==> src/sv/tafc_pkg.sv <==
package tafc_pkg;

	// Width of the serial divider's dividend: a 32-bit difference scaled by 1024.
	localparam int DivW = 42;
	localparam int DivCntW = $clog2(DivW);
	localparam int DivisorW = 32;
	// Fraction of the fade in 1/1024 steps, 0..1024.
	localparam int FracW = 11;

	localparam logic [DivisorW-1:0] MS_PER_SEC = 32'd1000;
	localparam logic [FracW-1:0] FRAC_ONE = 11'd1024;
	localparam logic [7:0] ALPHA_FULL = 8'd254;
	localparam logic [7:0] ALPHA_START = 8'd1;
	localparam logic [7:0] ALPHA_NONE = 8'd0;
	localparam logic [7:0] OWNER_RELEASE = 8'd0;
	localparam logic [7:0] OWNER_TAKE = 8'd1;

	localparam logic KIND_OWNER = 1'b0;
	localparam logic KIND_ALPHA = 1'b1;

	typedef enum logic [1:0] {
		OP_TICK,
		OP_FADE_IN,
		OP_FADE_OUT,
		OP_OTHER
	} opcode_t;

	typedef enum logic [1:0] {
		MODE_CLEAR,
		MODE_COVERED,
		MODE_IN,
		MODE_OUT
	} mode_t;

	typedef enum logic [1:0] {
		ERR_NONE,
		ERR_DURATION,
		ERR_OVERFLOW,
		ERR_CLOCK
	} err_t;

	typedef enum logic [2:0] {
		ST_IDLE,
		ST_CHECK,
		ST_DIV,
		ST_FINISH,
		ST_EMIT0,
		ST_EMIT1
	} state_t;

	typedef struct packed {
		logic       kind;
		logic [7:0] value;
		err_t       err;
		logic       last;
	} result_t;

	function automatic result_t mk_res(input logic kind, input logic [7:0] value,
		input err_t err, input logic last);
		result_t r;
		r.kind = kind;
		r.value = value;
		r.err = err;
		r.last = last;
		return r;
	endfunction

endpackage

==> src/sv/tafc_div.sv <==
module tafc_div (
	input  logic                              clk,
	input  logic                              arst_n,
	input  logic                              start,
	input  logic [tafc_pkg::DivW-1:0]         dividend,
	input  logic [tafc_pkg::DivisorW-1:0]     divisor,
	output logic                              done,
	output logic [tafc_pkg::DivW-1:0]         quotient
);
	import tafc_pkg::*;

	logic                busy_q;
	logic                done_q;
	logic [DivCntW-1:0]  cnt_q;
	logic [DivisorW-1:0] rem_q;
	logic [DivisorW-1:0] dsr_q;
	logic [DivW-1:0]     dq_q;
	logic [DivisorW+1:0] trial;
	logic                borrow;

	// Restoring division, one quotient bit per cycle. The dividend shifts out
	// of the top of dq_q while quotient bits shift in at the bottom.
	assign trial = {1'b0, rem_q, dq_q[DivW-1]} - {2'b00, dsr_q};
	assign borrow = trial[DivisorW+1];

	always_ff @(posedge clk or negedge arst_n) begin
		if (!arst_n) begin
			busy_q <= 1'b0;
			done_q <= 1'b0;
			cnt_q <= '0;
		end else begin
			done_q <= busy_q && (cnt_q == '0);
			if (start) begin
				busy_q <= 1'b1;
				cnt_q <= DivCntW'(DivW - 1);
			end else if (busy_q) begin
				if (cnt_q == '0) begin
					busy_q <= 1'b0;
				end
				cnt_q <= cnt_q - 1'b1;
			end
		end
	end

	always_ff @(posedge clk) begin
		if (start) begin
			rem_q <= '0;
			dsr_q <= divisor;
			dq_q <= dividend;
		end else if (busy_q) begin
			rem_q <= borrow ? {rem_q[DivisorW-2:0], dq_q[DivW-1]} : trial[DivisorW-1:0];
			dq_q <= {dq_q[DivW-2:0], ~borrow};
		end
	end

	assign done = done_q;
	assign quotient = dq_q;

endmodule

==> src/sv/tafc_obuf.sv <==
module tafc_obuf (
	input  logic              clk,
	input  logic              arst_n,
	input  logic              push_valid,
	output logic              push_ready,
	input  tafc_pkg::result_t push_data,
	output logic              m_axis_tvalid,
	input  logic              m_axis_tready,
	output logic [15:0]       m_axis_tdata,
	output logic              m_axis_tuser,
	output logic              m_axis_tlast
);
	import tafc_pkg::*;

	logic    valid_q;
	result_t data_q;

	// A new beat may enter when the register is empty or drains this cycle.
	assign push_ready = !valid_q || m_axis_tready;

	always_ff @(posedge clk or negedge arst_n) begin
		if (!arst_n) begin
			valid_q <= 1'b0;
		end else if (push_ready) begin
			valid_q <= push_valid;
		end
	end

	always_ff @(posedge clk) begin
		if (push_ready && push_valid) begin
			data_q <= push_data;
		end
	end

	assign m_axis_tvalid = valid_q;
	assign m_axis_tdata = {6'b0, data_q.err, data_q.value};
	assign m_axis_tuser = data_q.kind;
	assign m_axis_tlast = data_q.last;

endmodule

==> src/sv/timed_alpha_fade_controller_core.sv <==
// Timed alpha fade controller.
// Input channel (s_axis): one beat per event. tuser carries the opcode (tick,
// fade-in, fade-out, other); tdata carries the duration in milliseconds and the
// current clock in 1/1024 s ticks. Output channel (m_axis): zero, one or two
// result beats per event; tuser says whether tdata is an owner flag or an alpha
// level, tdata also holds the error code, and tlast marks the final beat that
// an event causes.
// Event handling: an instant command, a bad duration, a tick before the fade
// start or after the deadline go from the check state straight to the output
// push; a tick outside a fade or an ignored event ends in the check state with
// no result. A timed command or a tick inside a fade runs the serial divider,
// one quotient bit per cycle, then the finish decode and, when it has results,
// the output push. The block takes one event at a time and accepts no new event
// until the last one has pushed all its results.
// Reset clears the fade mode to clear, and start and deadline to zero.
// Results sit in an output register; when the receiver stalls, the pending beat
// holds there and the controller waits before pushing the next one, so no beat
// is lost or duplicated.
module timed_alpha_fade_controller_core (
	input  logic        clk,
	input  logic        arst_n,
	input  logic        s_axis_tvalid,
	output logic        s_axis_tready,
	input  logic [63:0] s_axis_tdata,  // [31:0] duration_ms, [63:32] now_ticks
	input  logic [1:0]  s_axis_tuser,  // [1:0] opcode
	output logic        m_axis_tvalid,
	input  logic        m_axis_tready,
	output logic [15:0] m_axis_tdata,  // [7:0] effect_value, [9:8] error_code, rest zero
	output logic        m_axis_tuser,  // [0] effect_kind
	output logic        m_axis_tlast   // last_of_run
);
	import tafc_pkg::*;

	state_t state_q, state_d;

	// Fade state.
	mode_t       mode_q;
	logic [31:0] start_q;
	logic [31:0] deadline_q;

	// Captured event and the two differences against the fade start.
	opcode_t     op_q;
	logic [31:0] dur_q;
	logic [31:0] now_q;
	logic [33:0] d_now_q;
	logic [33:0] d_span_q;

	// Results waiting to be pushed to the output register.
	result_t pend0_q, pend1_q;
	logic    two_q;

	logic accept;

	// Divider hookup.
	logic                div_start;
	logic [DivW-1:0]     div_dividend;
	logic [DivisorW-1:0] div_divisor;
	logic                div_done;
	logic [DivW-1:0]     div_quot;

	// Output register hookup.
	logic    push_valid;
	logic    push_ready;
	result_t push_data;

	// Decisions taken in the check state.
	logic    chk_div;
	logic    chk_emit;
	logic    chk_two;
	logic    chk_mode_we;
	mode_t   chk_mode;
	result_t chk_res0, chk_res1;
	logic    is_tick;
	logic    fading;
	logic    before_start;
	logic    past_deadline;

	// Decisions taken once the divider has finished.
	logic             fin_emit;
	logic             fin_two;
	logic             fin_commit;
	mode_t            fin_mode;
	result_t          fin_res0, fin_res1;
	logic [32:0]      end_sum;
	logic             ovf;
	logic [FracW-1:0] frac;
	logic [FracW-1:0] frac_adj;
	logic [18:0]      alpha_prod;

	logic load_chk;
	logic load_fin;

	assign accept = s_axis_tvalid && s_axis_tready;

	tafc_div u_div (
		.clk      (clk),
		.arst_n   (arst_n),
		.start    (div_start),
		.dividend (div_dividend),
		.divisor  (div_divisor),
		.done     (div_done),
		.quotient (div_quot)
	);

	tafc_obuf u_obuf (
		.clk           (clk),
		.arst_n        (arst_n),
		.push_valid    (push_valid),
		.push_ready    (push_ready),
		.push_data     (push_data),
		.m_axis_tvalid (m_axis_tvalid),
		.m_axis_tready (m_axis_tready),
		.m_axis_tdata  (m_axis_tdata),
		.m_axis_tuser  (m_axis_tuser),
		.m_axis_tlast  (m_axis_tlast)
	);

	// Check-state decode. The differences were formed at accept time, so here
	// only the sign of d_now_q and one compare remain.
	always_comb begin
		is_tick = (op_q == OP_TICK);
		fading = (mode_q == MODE_IN) || (mode_q == MODE_OUT);
		before_start = d_now_q[33];
		past_deadline = $signed(d_now_q) > $signed(d_span_q);
		chk_div = 1'b0;
		chk_emit = 1'b0;
		chk_two = 1'b0;
		chk_mode_we = 1'b0;
		chk_mode = mode_q;
		chk_res0 = mk_res(KIND_OWNER, OWNER_RELEASE, ERR_NONE, 1'b1);
		chk_res1 = mk_res(KIND_ALPHA, ALPHA_FULL, ERR_NONE, 1'b1);
		div_dividend = {1'b0, dur_q[30:0], 10'b0};
		div_divisor = MS_PER_SEC;
		case (op_q)
			OP_TICK: begin
				div_dividend = {d_now_q[31:0], 10'b0};
				div_divisor = d_span_q[31:0];
				if (fading) begin
					if (before_start) begin
						chk_emit = 1'b1;
						chk_res0 = mk_res(KIND_OWNER, 8'd0, ERR_CLOCK, 1'b1);
					end else if (past_deadline) begin
						chk_emit = 1'b1;
						chk_mode_we = 1'b1;
						if (mode_q == MODE_IN) begin
							// Fade-in done: fully clear, then hand control back.
							chk_two = 1'b1;
							chk_res0 = mk_res(KIND_ALPHA, ALPHA_NONE, ERR_NONE, 1'b0);
							chk_res1 = mk_res(KIND_OWNER, OWNER_TAKE, ERR_NONE, 1'b1);
							chk_mode = MODE_CLEAR;
						end else begin
							chk_res0 = mk_res(KIND_ALPHA, ALPHA_FULL, ERR_NONE, 1'b1);
							chk_mode = MODE_COVERED;
						end
					end else begin
						chk_div = 1'b1;
					end
				end
			end
			OP_FADE_IN, OP_FADE_OUT: begin
				if (dur_q == '0) begin
					// Instant command snaps straight to the end state.
					chk_emit = 1'b1;
					chk_mode_we = 1'b1;
					if (op_q == OP_FADE_IN) begin
						chk_res0 = mk_res(KIND_OWNER, OWNER_TAKE, ERR_NONE, 1'b1);
						chk_mode = MODE_CLEAR;
					end else begin
						chk_two = 1'b1;
						chk_res0 = mk_res(KIND_OWNER, OWNER_RELEASE, ERR_NONE, 1'b0);
						chk_res1 = mk_res(KIND_ALPHA, ALPHA_FULL, ERR_NONE, 1'b1);
						chk_mode = MODE_COVERED;
					end
				end else if (dur_q[31]) begin
					chk_emit = 1'b1;
					chk_res0 = mk_res(KIND_OWNER, 8'd0, ERR_DURATION, 1'b1);
				end else begin
					chk_div = 1'b1;
				end
			end
			default: begin
			end
		endcase
	end

	// Finish decode: the quotient is either the fade fraction or the duration
	// in ticks.
	always_comb begin
		frac = div_quot[FracW-1:0];
		frac_adj = (mode_q == MODE_IN) ? (FRAC_ONE - frac) : frac;
		alpha_prod = {8'b0, frac_adj} * {11'b0, ALPHA_FULL};
		end_sum = {now_q[31], now_q} + {1'b0, div_quot[31:0]};
		ovf = (|div_quot[DivW-1:31]) || (!end_sum[32] && end_sum[31]);
		fin_emit = 1'b0;
		fin_two = 1'b0;
		fin_commit = 1'b0;
		fin_mode = mode_q;
		fin_res0 = mk_res(KIND_ALPHA, alpha_prod[17:10], ERR_NONE, 1'b1);
		fin_res1 = mk_res(KIND_ALPHA, ALPHA_START, ERR_NONE, 1'b1);
		if (is_tick) begin
			fin_emit = 1'b1;
		end else if (ovf) begin
			fin_emit = 1'b1;
			fin_res0 = mk_res(KIND_OWNER, 8'd0, ERR_OVERFLOW, 1'b1);
		end else begin
			fin_commit = 1'b1;
			if (op_q == OP_FADE_IN) begin
				fin_mode = MODE_IN;
			end else begin
				// Fade-out releases control and shows the first alpha step.
				fin_emit = 1'b1;
				fin_two = 1'b1;
				fin_res0 = mk_res(KIND_OWNER, OWNER_RELEASE, ERR_NONE, 1'b0);
				fin_mode = MODE_OUT;
			end
		end
	end

	// Next state.
	always_comb begin
		state_d = state_q;
		case (state_q)
			ST_IDLE: begin
				if (accept) begin
					state_d = ST_CHECK;
				end
			end
			ST_CHECK: begin
				if (chk_div) begin
					state_d = ST_DIV;
				end else if (chk_emit) begin
					state_d = ST_EMIT0;
				end else begin
					state_d = ST_IDLE;
				end
			end
			ST_DIV: begin
				if (div_done) begin
					state_d = ST_FINISH;
				end
			end
			ST_FINISH: begin
				state_d = fin_emit ? ST_EMIT0 : ST_IDLE;
			end
			ST_EMIT0: begin
				if (push_ready) begin
					state_d = two_q ? ST_EMIT1 : ST_IDLE;
				end
			end
			ST_EMIT1: begin
				if (push_ready) begin
					state_d = ST_IDLE;
				end
			end
			default: begin
				state_d = ST_IDLE;
			end
		endcase
	end

	// State outputs.
	always_comb begin
		s_axis_tready = 1'b0;
		div_start = 1'b0;
		push_valid = 1'b0;
		push_data = pend0_q;
		load_chk = 1'b0;
		load_fin = 1'b0;
		case (state_q)
			ST_IDLE: begin
				s_axis_tready = 1'b1;
			end
			ST_CHECK: begin
				div_start = chk_div;
				load_chk = 1'b1;
			end
			ST_FINISH: begin
				load_fin = 1'b1;
			end
			ST_EMIT0: begin
				push_valid = 1'b1;
			end
			ST_EMIT1: begin
				push_valid = 1'b1;
				push_data = pend1_q;
			end
			default: begin
			end
		endcase
	end

	always_ff @(posedge clk or negedge arst_n) begin
		if (!arst_n) begin
			state_q <= ST_IDLE;
			mode_q <= MODE_CLEAR;
			start_q <= '0;
			deadline_q <= '0;
		end else begin
			state_q <= state_d;
			if (load_chk && chk_mode_we) begin
				mode_q <= chk_mode;
			end
			if (load_fin && fin_commit) begin
				mode_q <= fin_mode;
				start_q <= now_q;
				deadline_q <= end_sum[31:0];
			end
		end
	end

	always_ff @(posedge clk) begin
		if (accept) begin
			op_q <= opcode_t'(s_axis_tuser);
			dur_q <= s_axis_tdata[31:0];
			now_q <= s_axis_tdata[63:32];
			d_now_q <= {{2{s_axis_tdata[63]}}, s_axis_tdata[63:32]} -
				{{2{start_q[31]}}, start_q};
			d_span_q <= {{2{deadline_q[31]}}, deadline_q} - {{2{start_q[31]}}, start_q};
		end
		if (load_chk && chk_emit) begin
			pend0_q <= chk_res0;
			pend1_q <= chk_res1;
			two_q <= chk_two;
		end
		if (load_fin && fin_emit) begin
			pend0_q <= fin_res0;
			pend1_q <= fin_res1;
			two_q <= fin_two;
		end
	end

endmodule

==> config.mk <==
export PLATFORM = sky130hd
export DESIGN_NAME = timed_alpha_fade_controller_core
export DESIGN_NICKNAME = d
export VERILOG_FILES = /design/src/sv/tafc_pkg.sv /design/src/sv/tafc_div.sv /design/src/sv/tafc_obuf.sv /design/src/sv/timed_alpha_fade_controller_core.sv
export SDC_FILE = /design/constraint.sdc
export NUM_CORES = 1
export LEC_CHECK = 0
export BUFFER_PORTS_ARGS = -buffer_cell sky130_fd_sc_hd__buf_2
export CAP_MARGIN = 20
export CORE_MARGIN = 4
export CORE_UTILIZATION = 48
export CTS_CLUSTER_DIAMETER = 30
export DETAILED_ROUTE_END_ITERATION = 10
export PLACE_DENSITY = 0.7
export SLEW_MARGIN = 20
export SYNTH_ARGS = -nofsm -noshare
export SYNTH_HDL_FRONTEND = slang
export SYNTH_HIERARCHICAL = 1
export SYNTH_SLANG_ARGS = --single-unit
==> constraint.sdc <==
create_clock -name clk -period 4.98 [get_ports clk]
set_input_delay 0.498 -clock clk [delete_from_list [all_inputs] [get_ports clk]]
set_output_delay 0.498 -clock clk [all_outputs]
set_load 0.02 [all_outputs]
==> metrics.txt, run 1 <==
run status=finished, violations left; violated checks=setup timing; Detailed Route Iter0 Violations=approximately 1,200; ranking of synthesized cells by area=sky130_fd_sc_hd__edfxtp_1 (31%), sky130_fd_sc_hd__ha_1 (12%), sky130_fd_sc_hd__dfrtp_1 (8.6%), sky130_fd_sc_hd__mux2_2 (4.7%), sky130_fd_sc_hd__xnor2_1 (3.8%); register area share after synthesis=between 40% and 50%; H-tree depth reported by CTS=3; Post-synth top flop=sky130_fd_sc_hd__edfxtp_1; height of the die=roughly 220 um; Post-Synthesis Mean Instance Area=10.3 um^2; worst hold-check slack=between 0.08 and 0.09 ns; commonest cells after routing, fill and taps aside=sky130_fd_sc_hd__edfxtp_1 (231), sky130_fd_sc_hd__ha_1 (204), sky130_fd_sc_hd__inv_1 (203); I/O pins=90; post-detailed-route via-to-cell ratio=5.63; Mapped Cells=around 2,200; Cell Area, Placed=24,100 um^2; share of synthesized flip-flops with an asynchronous set or reset=between 20% and 30%; width of the chip=~220 um; number of setup violations in the final report=1; worst-margin pin slew=a little over 0.8 ns; placeable core region=46,600 um^2; total overflow reported by the global router=0; Worst R2R Setup Slack=-0.01 ns; period utilization=100%; final count of pins violating max slew=0; sink count of the clock tree=approximately 340; hold crit path type=in2reg; Detail Route Antenna Nets=0; Slew Limit Headroom=between 40 and 50%; fraction of final layout cells with drive strength greater than 1=18.5%; via count of the first global-routing pass=between 15,000 and 20,000; endpoint class of the critical path=flip-flop; synth-to-layout area growth=19.8%; startpoint-to-endpoint class of the critical path=reg2reg; Synth Cell Area=between 20,000 and 25,000 um^2; max-cap viol count=0; RSZ-0062 raised after global routing=yes; DRT Pass-1 Iters=6; GRT Total Usage=approximately 22%; number of warning messages in the yosys log=6; EDFF count, synth=around 230; number of standard-cell rows in the floorplan=79; CTS tree=yes; maximum operating frequency=200 MHz; antenna violations before repair=0; worst path arrival time=~5.3 ns; dpl ws=-0.238 ns; number of antenna repair diodes=0; Post-Route WL=between 50,000 and 60,000 um; Via Count=approximately 17,000; most common library cell in the layout ignoring fill and taps=sky130_fd_sc_hd__edfxtp_1; number of nets in the finished design=2,683; type of element launching the critical path=flip-flop; total of buffers placed on input and output ports=83; post-layout min period=4.99 ns; number of synthesized register bits=about 340; WL/cell=around 19 um; maximum fanout encountered on the critical timing path=5; setup slack of the critical path after layout=-0.0140 ns; Total Die Area=a little over 50,000 um^2; Max Root-Sink Buffers=3; Synth top area share=between 30 and 40%; initial core utilization=48.5%; final design utilization=roughly three fifths; Fin. Hold Viols=0; hpwl dp=~42,000 um; global-route wire length before repair=~91,000 um; CTS Buf Count=79; Worst EP required=about 5.3 ns; Netlist cell types=85; library cell used as clock root buffer=sky130_fd_sc_hd__clkbuf_16; post-route clock skew=0.0223 ns; clock edge transition at the registers on the reported setup and hold paths=approximately 0.040 ns; drc violations=0; leading area contributor after synthesis=sky130_fd_sc_hd__edfxtp_1; largest net degree at the start of global routing=around 130; final std cell area, no fill=between 20,000 and 30,000 um^2; placer's final routability congestion estimate=0.957; clock latency reported for the late side of the worst-skew pair=between 0.5 and 0.6 ns
## per-layer routing
layer / GRT usage [%] / up-vias / wire length, um
met5: 0 / - / 0
met4: 8.04 / 0 / 1800
met3: 3.29 / 119 / 2940
met2: 36.3 / 538 / 26600
met1: 30.3 / 8191 / 25400
li1: - / 8309 / -
## area by class of cell
cell class,count,area (um^2)
Sequential cell,344,9590
Inverter,208,781
Fill cell,3772,19500
Clock buffer,94,2150
Multi-Input combinational cell,1594,12200
Timing Repair Buffer,151,1010
Tap cell,607,759
Clock inverter,51,576
## cell families after synthesis
kind of cell | count (synthesis) | synth area share, %
muxes | 112 | 5.57
other | 2 | 0.0333
xor gates and xnor gates | 139 | 5.39
buffers and inverters | 270 | 4.97
DFF | 344 | 42.5
adders and majority gates | 236 | 13.9
and+or+nand+nor | 557 | 11.8
AOI/OAI and AO/OA | 534 | 15.9
## critical path, cell delays in order (launching register included)
cell and delay (ns):
sky130_fd_sc_hd__edfxtp_1 0.43, sky130_fd_sc_hd__or4_4 0.60, sky130_fd_sc_hd__nor4_2 0.15, sky130_fd_sc_hd__nor2_1 0.11, sky130_fd_sc_hd__xnor2_2 0.15, sky130_fd_sc_hd__buf_6 0.14
sky130_fd_sc_hd__buf_4 0.13, sky130_fd_sc_hd__xnor2_2 0.12, sky130_fd_sc_hd__ha_1 0.31, sky130_fd_sc_hd__ha_1 0.29, sky130_fd_sc_hd__inv_1 0.05, sky130_fd_sc_hd__fa_1 0.49
sky130_fd_sc_hd__fa_1 0.51, sky130_fd_sc_hd__inv_1 0.04, sky130_fd_sc_hd__ha_1 0.26, sky130_fd_sc_hd__inv_1 0.06, sky130_fd_sc_hd__nor2_2 0.14, sky130_fd_sc_hd__o21ai_2 0.09
sky130_fd_sc_hd__a211oi_2 0.25, sky130_fd_sc_hd__a31oi_1 0.13, sky130_fd_sc_hd__xnor2_1 0.18, sky130_fd_sc_hd__o21ai_1 0.08
## repair_timing
action / CTS / global route
endpoints found under the hold margin: 37 / 0
resized for setup: 18 / 11
setup endpoints to repair: 5 / 22
buffers inserted: 5 / 2
pin swaps: 19 / 10
hold buffers: 1 / 0
## final timing paths
path                                             end  cells after the start         startpoint
worst min-delay path                       dur_q[20]                      1   s_axis_tdata[20]
worst max register to register           pend0_q[10]                     21  u_div/quotient[1]
worst min register to register            pend1_q[3]                      1         pend1_q[3]
min in group asynchronous       u_obuf/m_axis_tvalid                      2             arst_n
max in group asynchronous                start_q[11]                      3             arst_n
worst max-delay path                     pend0_q[10]                     21  u_div/quotient[1]
## registers in the layout, summed over array words and instances, names as in the netlist, 2 cells and up
| name | count |
|---|---|
| now_q | 32 |
| start_q | 32 |
| op_q | 2 |
| state_q | 3 |
| pend0_q | 12 |
| u_div/rem_q | 32 |
| d_span_q | 33 |
| u_div/cnt_q | 6 |
| u_obuf/m_axis_tdata | 10 |
| dur_q | 32 |
| u_div/quotient | 42 |
| deadline_q | 32 |
| pend1_q | 3 |
| u_div/dsr_q | 32 |
| mode_q | 2 |
| d_now_q | 33 |
## cell usage after synthesis, types with 9 or more instances
cell	count
sky130_fd_sc_hd__or3_1	12
sky130_fd_sc_hd__o21ai_0	117
sky130_fd_sc_hd__nand2b_1	26
sky130_fd_sc_hd__a311oi_2	15
sky130_fd_sc_hd__a31oi_1	22
sky130_fd_sc_hd__a211oi_1	20
sky130_fd_sc_hd__inv_1	207
sky130_fd_sc_hd__o21a_1	23
sky130_fd_sc_hd__nor4_1	18
sky130_fd_sc_hd__dfxtp_1	35
sky130_fd_sc_hd__dfrtp_1	78
sky130_fd_sc_hd__fa_1	24
sky130_fd_sc_hd__buf_2	9
sky130_fd_sc_hd__nor2_1	135
sky130_fd_sc_hd__o211ai_1	12
sky130_fd_sc_hd__ha_1	211
sky130_fd_sc_hd__and2_1	36
sky130_fd_sc_hd__nor3_1	29
sky130_fd_sc_hd__nand4_1	24
sky130_fd_sc_hd__a21oi_1	146
sky130_fd_sc_hd__mux2_1	10
sky130_fd_sc_hd__clkbuf_1	30
sky130_fd_sc_hd__nand2_1	191
sky130_fd_sc_hd__nor2b_1	22
sky130_fd_sc_hd__buf_4	11
sky130_fd_sc_hd__xor2_1	40
sky130_fd_sc_hd__a311oi_1	10
sky130_fd_sc_hd__edfxtp_1	231
sky130_fd_sc_hd__mux2_2	95
sky130_fd_sc_hd__nand3_1	27
sky130_fd_sc_hd__and3_1	12
sky130_fd_sc_hd__o21bai_1	23
sky130_fd_sc_hd__a21o_1	60
sky130_fd_sc_hd__xnor2_1	99
## stage by stage
stage / setup TNS [ns] / std cells
2_1_floorplan: 0 / 2208
3_3_place_gp: -0.0160 / 2896
3_5_place_dp: -0.909 / 2896
4_1_cts: -0.0485 / 3047
5_1_grt: -1.15 / 3049
6_report: -0.0140 / 3049
Power of run 1 is left out: the tool's default activity adds up to more than one toggle a clock period on the data nets, which glitch-free logic cannot reach.
==> run 2, diff against run 1 <==
CORE_ASPECT_RATIO = 1.2   (was not set)
PLACE_DENSITY = 0.67   (was 0.7)
clock period = 4.83 ns   (was 4.98 ns; I/O delays follow)
==> run 2 against run 1 <==
  * The run still ends with setup timing left
  * Cell count grew 0.72%
  * Largest cell class unchanged
  * Sequential share of layout area shrank 0.36 points
  * Die area is essentially flat
  * Critical path depth grew 3
  * Core utilization grew 0.95 points
==> metrics.txt, run 2 (synthesis results as in run 1) <==
run status=finished, violations left; violated checks=setup timing; number of nets in the finished design=2,697 (+0.52%); number of setup violations in the final report=4 (+3); max FFs per register=42 (unchanged); Detailed Route Iter0 Violations=1,043 (-13%); setup slack of the critical path after layout=-0.111 ns (-0.0973 ns); total negative setup slack=-0.315 ns (-0.301 ns); final count of pins violating max slew=0 (unchanged); height of the die=246 um (+9.2%); Cell Area, Placed=24,300 um^2 (+0.77%); Total Die Area=50,600 um^2 (about the same); CTS tree=yes; via count of the first global-routing pass=17,600 (+1.6%); Slew Limit Headroom=38.4% (-6.3 points); Detail Route Antenna Nets=0 (unchanged); number of antenna repair diodes=0 (unchanged); initial core utilization=48.8% (+0.30 points); dpl ws=-0.298 ns (-0.0594 ns); commonest cells after routing, fill and taps aside=sky130_fd_sc_hd__edfxtp_1 (231), sky130_fd_sc_hd__ha_1 (203), sky130_fd_sc_hd__inv_1 (200); placer's final routability congestion estimate=0.951 (-0.67%); hold crit path type=in2reg; largest net degree at the start of global routing=96 (-27%); fraction of final layout cells with drive strength greater than 1=19.8% (+1.2 points); RSZ-0062 raised after global routing=yes; largest incremental delay on the critical path=0.52 ns (-0.08 ns); startpoint-to-endpoint class of the critical path=reg2reg; global-route wire length before repair=90,600 um (about the same); max-cap viol count=0 (unchanged); critical-path cell with the highest stage delay=sky130_fd_sc_hd__fa_1; synth-to-layout area growth=21.0%; number of standard-cell rows in the floorplan=86 (+8.9%); GRT Total Usage=22.4% (+0.21 points); WL/cell=18.6 um (-0.24%); most common library cell in the layout ignoring fill and taps=sky130_fd_sc_hd__edfxtp_1; post-layout min period=4.94 ns (-0.0527 ns); Max Root-Sink Buffers=3 (unchanged); Via Count=17,200 (+0.087%); number of cell instances on the worst register-to-register path=24 (+14%); post-route clock skew=0.0241 ns (+0.00176 ns); r2r endpoint=pend0_q[10]; hpwl dp=41,900 um (-0.57%); maximum fanout encountered on the critical timing path=3 (-2); final std cell area, no fill=27,300 um^2 (+1.0%); antenna violations before repair=1 (+1); fillers=3,865 (+2.5%); drc violations=0 (unchanged); worst-margin pin slew=0.917 ns (+0.0934 ns); total overflow reported by the global router=0 (unchanged); endpoint class of the critical path=flip-flop; clock edge transition at the registers on the reported setup and hold paths=0.05 ns (about the same); total of buffers placed on input and output ports=83 (unchanged); I/O pins=90 (unchanged); Fin. Hold Viols=0 (unchanged); clock latency reported for the late side of the worst-skew pair=0.59 ns (about the same); Worst setup endpoint=pend0_q[10]; placeable core region=46,300 um^2 (-0.62%); CTS Buf Count=76 (-3.8%); post-detailed-route via-to-cell ratio=5.59 (-0.63%); Worst R2R Setup Slack=-0.11 ns (-0.10 ns); worst path arrival time=5.28 ns (about the same); library cell used as clock root buffer=sky130_fd_sc_hd__clkbuf_16; Worst EP required=5.17 ns (-0.11 ns); sink count of the clock tree=344 (unchanged); CP Cell Sequence=buf_6 -> buf_4 -> nor3_2 -> nor2_1 -> xnor2_1 -> inv_1 -> ha_1 -> o21bai_1 -> ha_1 -> xnor2_4 -> fa_1 -> fa_1 -> inv_1 -> ha_2 -> buf_4 -> nor2_1 -> a21oi_2 -> a31oi_4 -> nor2_2 -> o21ai_2 -> a211oi_2 -> a31oi_1 -> xnor2_1 -> o21ai_1; type of element launching the critical path=flip-flop; DRT Pass-1 Iters=5 (-1); Post-Route WL=57,000 um (+0.48%); startpoint of the worst register-to-register path=u_div/quotient[1]; maximum operating frequency=202 MHz (+1.1%); H-tree depth reported by CTS=3 (unchanged); critical path launch point=u_div/quotient[1]; width of the chip=206 um (-8.4%); period utilization=102% (+2.0 points)
[run 2: cell types whose count changed in the layout (fill, tap and decap cells not counted), moves of 3 or more]
cell,change
sky130_fd_sc_hd__clkinv_1,-13
sky130_fd_sc_hd__inv_1,-3
sky130_fd_sc_hd__clkbuf_16,-4
sky130_fd_sc_hd__buf_4,+16
sky130_fd_sc_hd__clkinvlp_4,+3
sky130_fd_sc_hd__bufinv_16,+3
sky130_fd_sc_hd__inv_6,+4
[run 2: routing by layer]
layer,share of wire (%),track usage [%],wire length [um]
met1,42,27.7,23900
met2,50,39.2,28400
met3,4.7,3.44,2680
met4,3.6,9.01,2080
met5,0,0,0
[run 2: how the worst min path moves through the flow]
stage | start | end | slack [ns] | cells past startpoint
after floorplan | arst_n | deadline_q[0] | 0.19 | 0
after global placement | pend1_q[3] | pend1_q[3] | 0.45 | 1
after detailed placement | pend1_q[11] | pend1_q[11] | 0.46 | 2
after CTS | s_axis_tdata[0] | dur_q[0] | 0.03 | 1
after global routing | s_axis_tdata[2] | dur_q[2] | 0.04 | 1
final | s_axis_tdata[0] | dur_q[0] | 0.06 | 1
[run 2: what timing repair did]
item	4_1_cts	5_1_grt
setup endpoints to repair	5	6
buffers inserted	2	3
hold buffers	1	0
hold endpoints to repair	37	0
pin swaps	10	7
gates resized for setup	13	25
[run 2: cell type report]
| class | count | area, um^2 | area share, % |
|---|---|---|---|
| sequential | 344 | 9590 | 35.1 |
| inverter | 208 | 783 | 2.87 |
| multi-input combinational | 1594 | 12300 | 44.9 |
| timing repair buffer | 168 | 1150 | 4.21 |
| clock inverter | 51 | 704 | 2.58 |
| clock buffer | 90 | 2060 | 7.54 |
| tap | 616 | 771 | 2.82 |
[run 2: critical path, delay by kind of cell (launching register included)]
family	cells	cell delay [ns]
flops	1	0.39
xor+xnor	3	0.52
fa+ha+maj	5	1.71
buf+inv	5	0.58
simple gates	4	0.41
compound gates	7	1.07
[run 2: stage by stage]
stage	hold slack [ns]	util [%]	instances
final	0.0614	59.0	3071
after global routing	0.0433	59.0	3071
after detailed placement	0.456	52.5	2924
after CTS	0.0287	58.7	3068
after global placement	0.449	52.5	2924
after floorplan	0.187	-	2208
Power of run 2 is left out for the same reason.
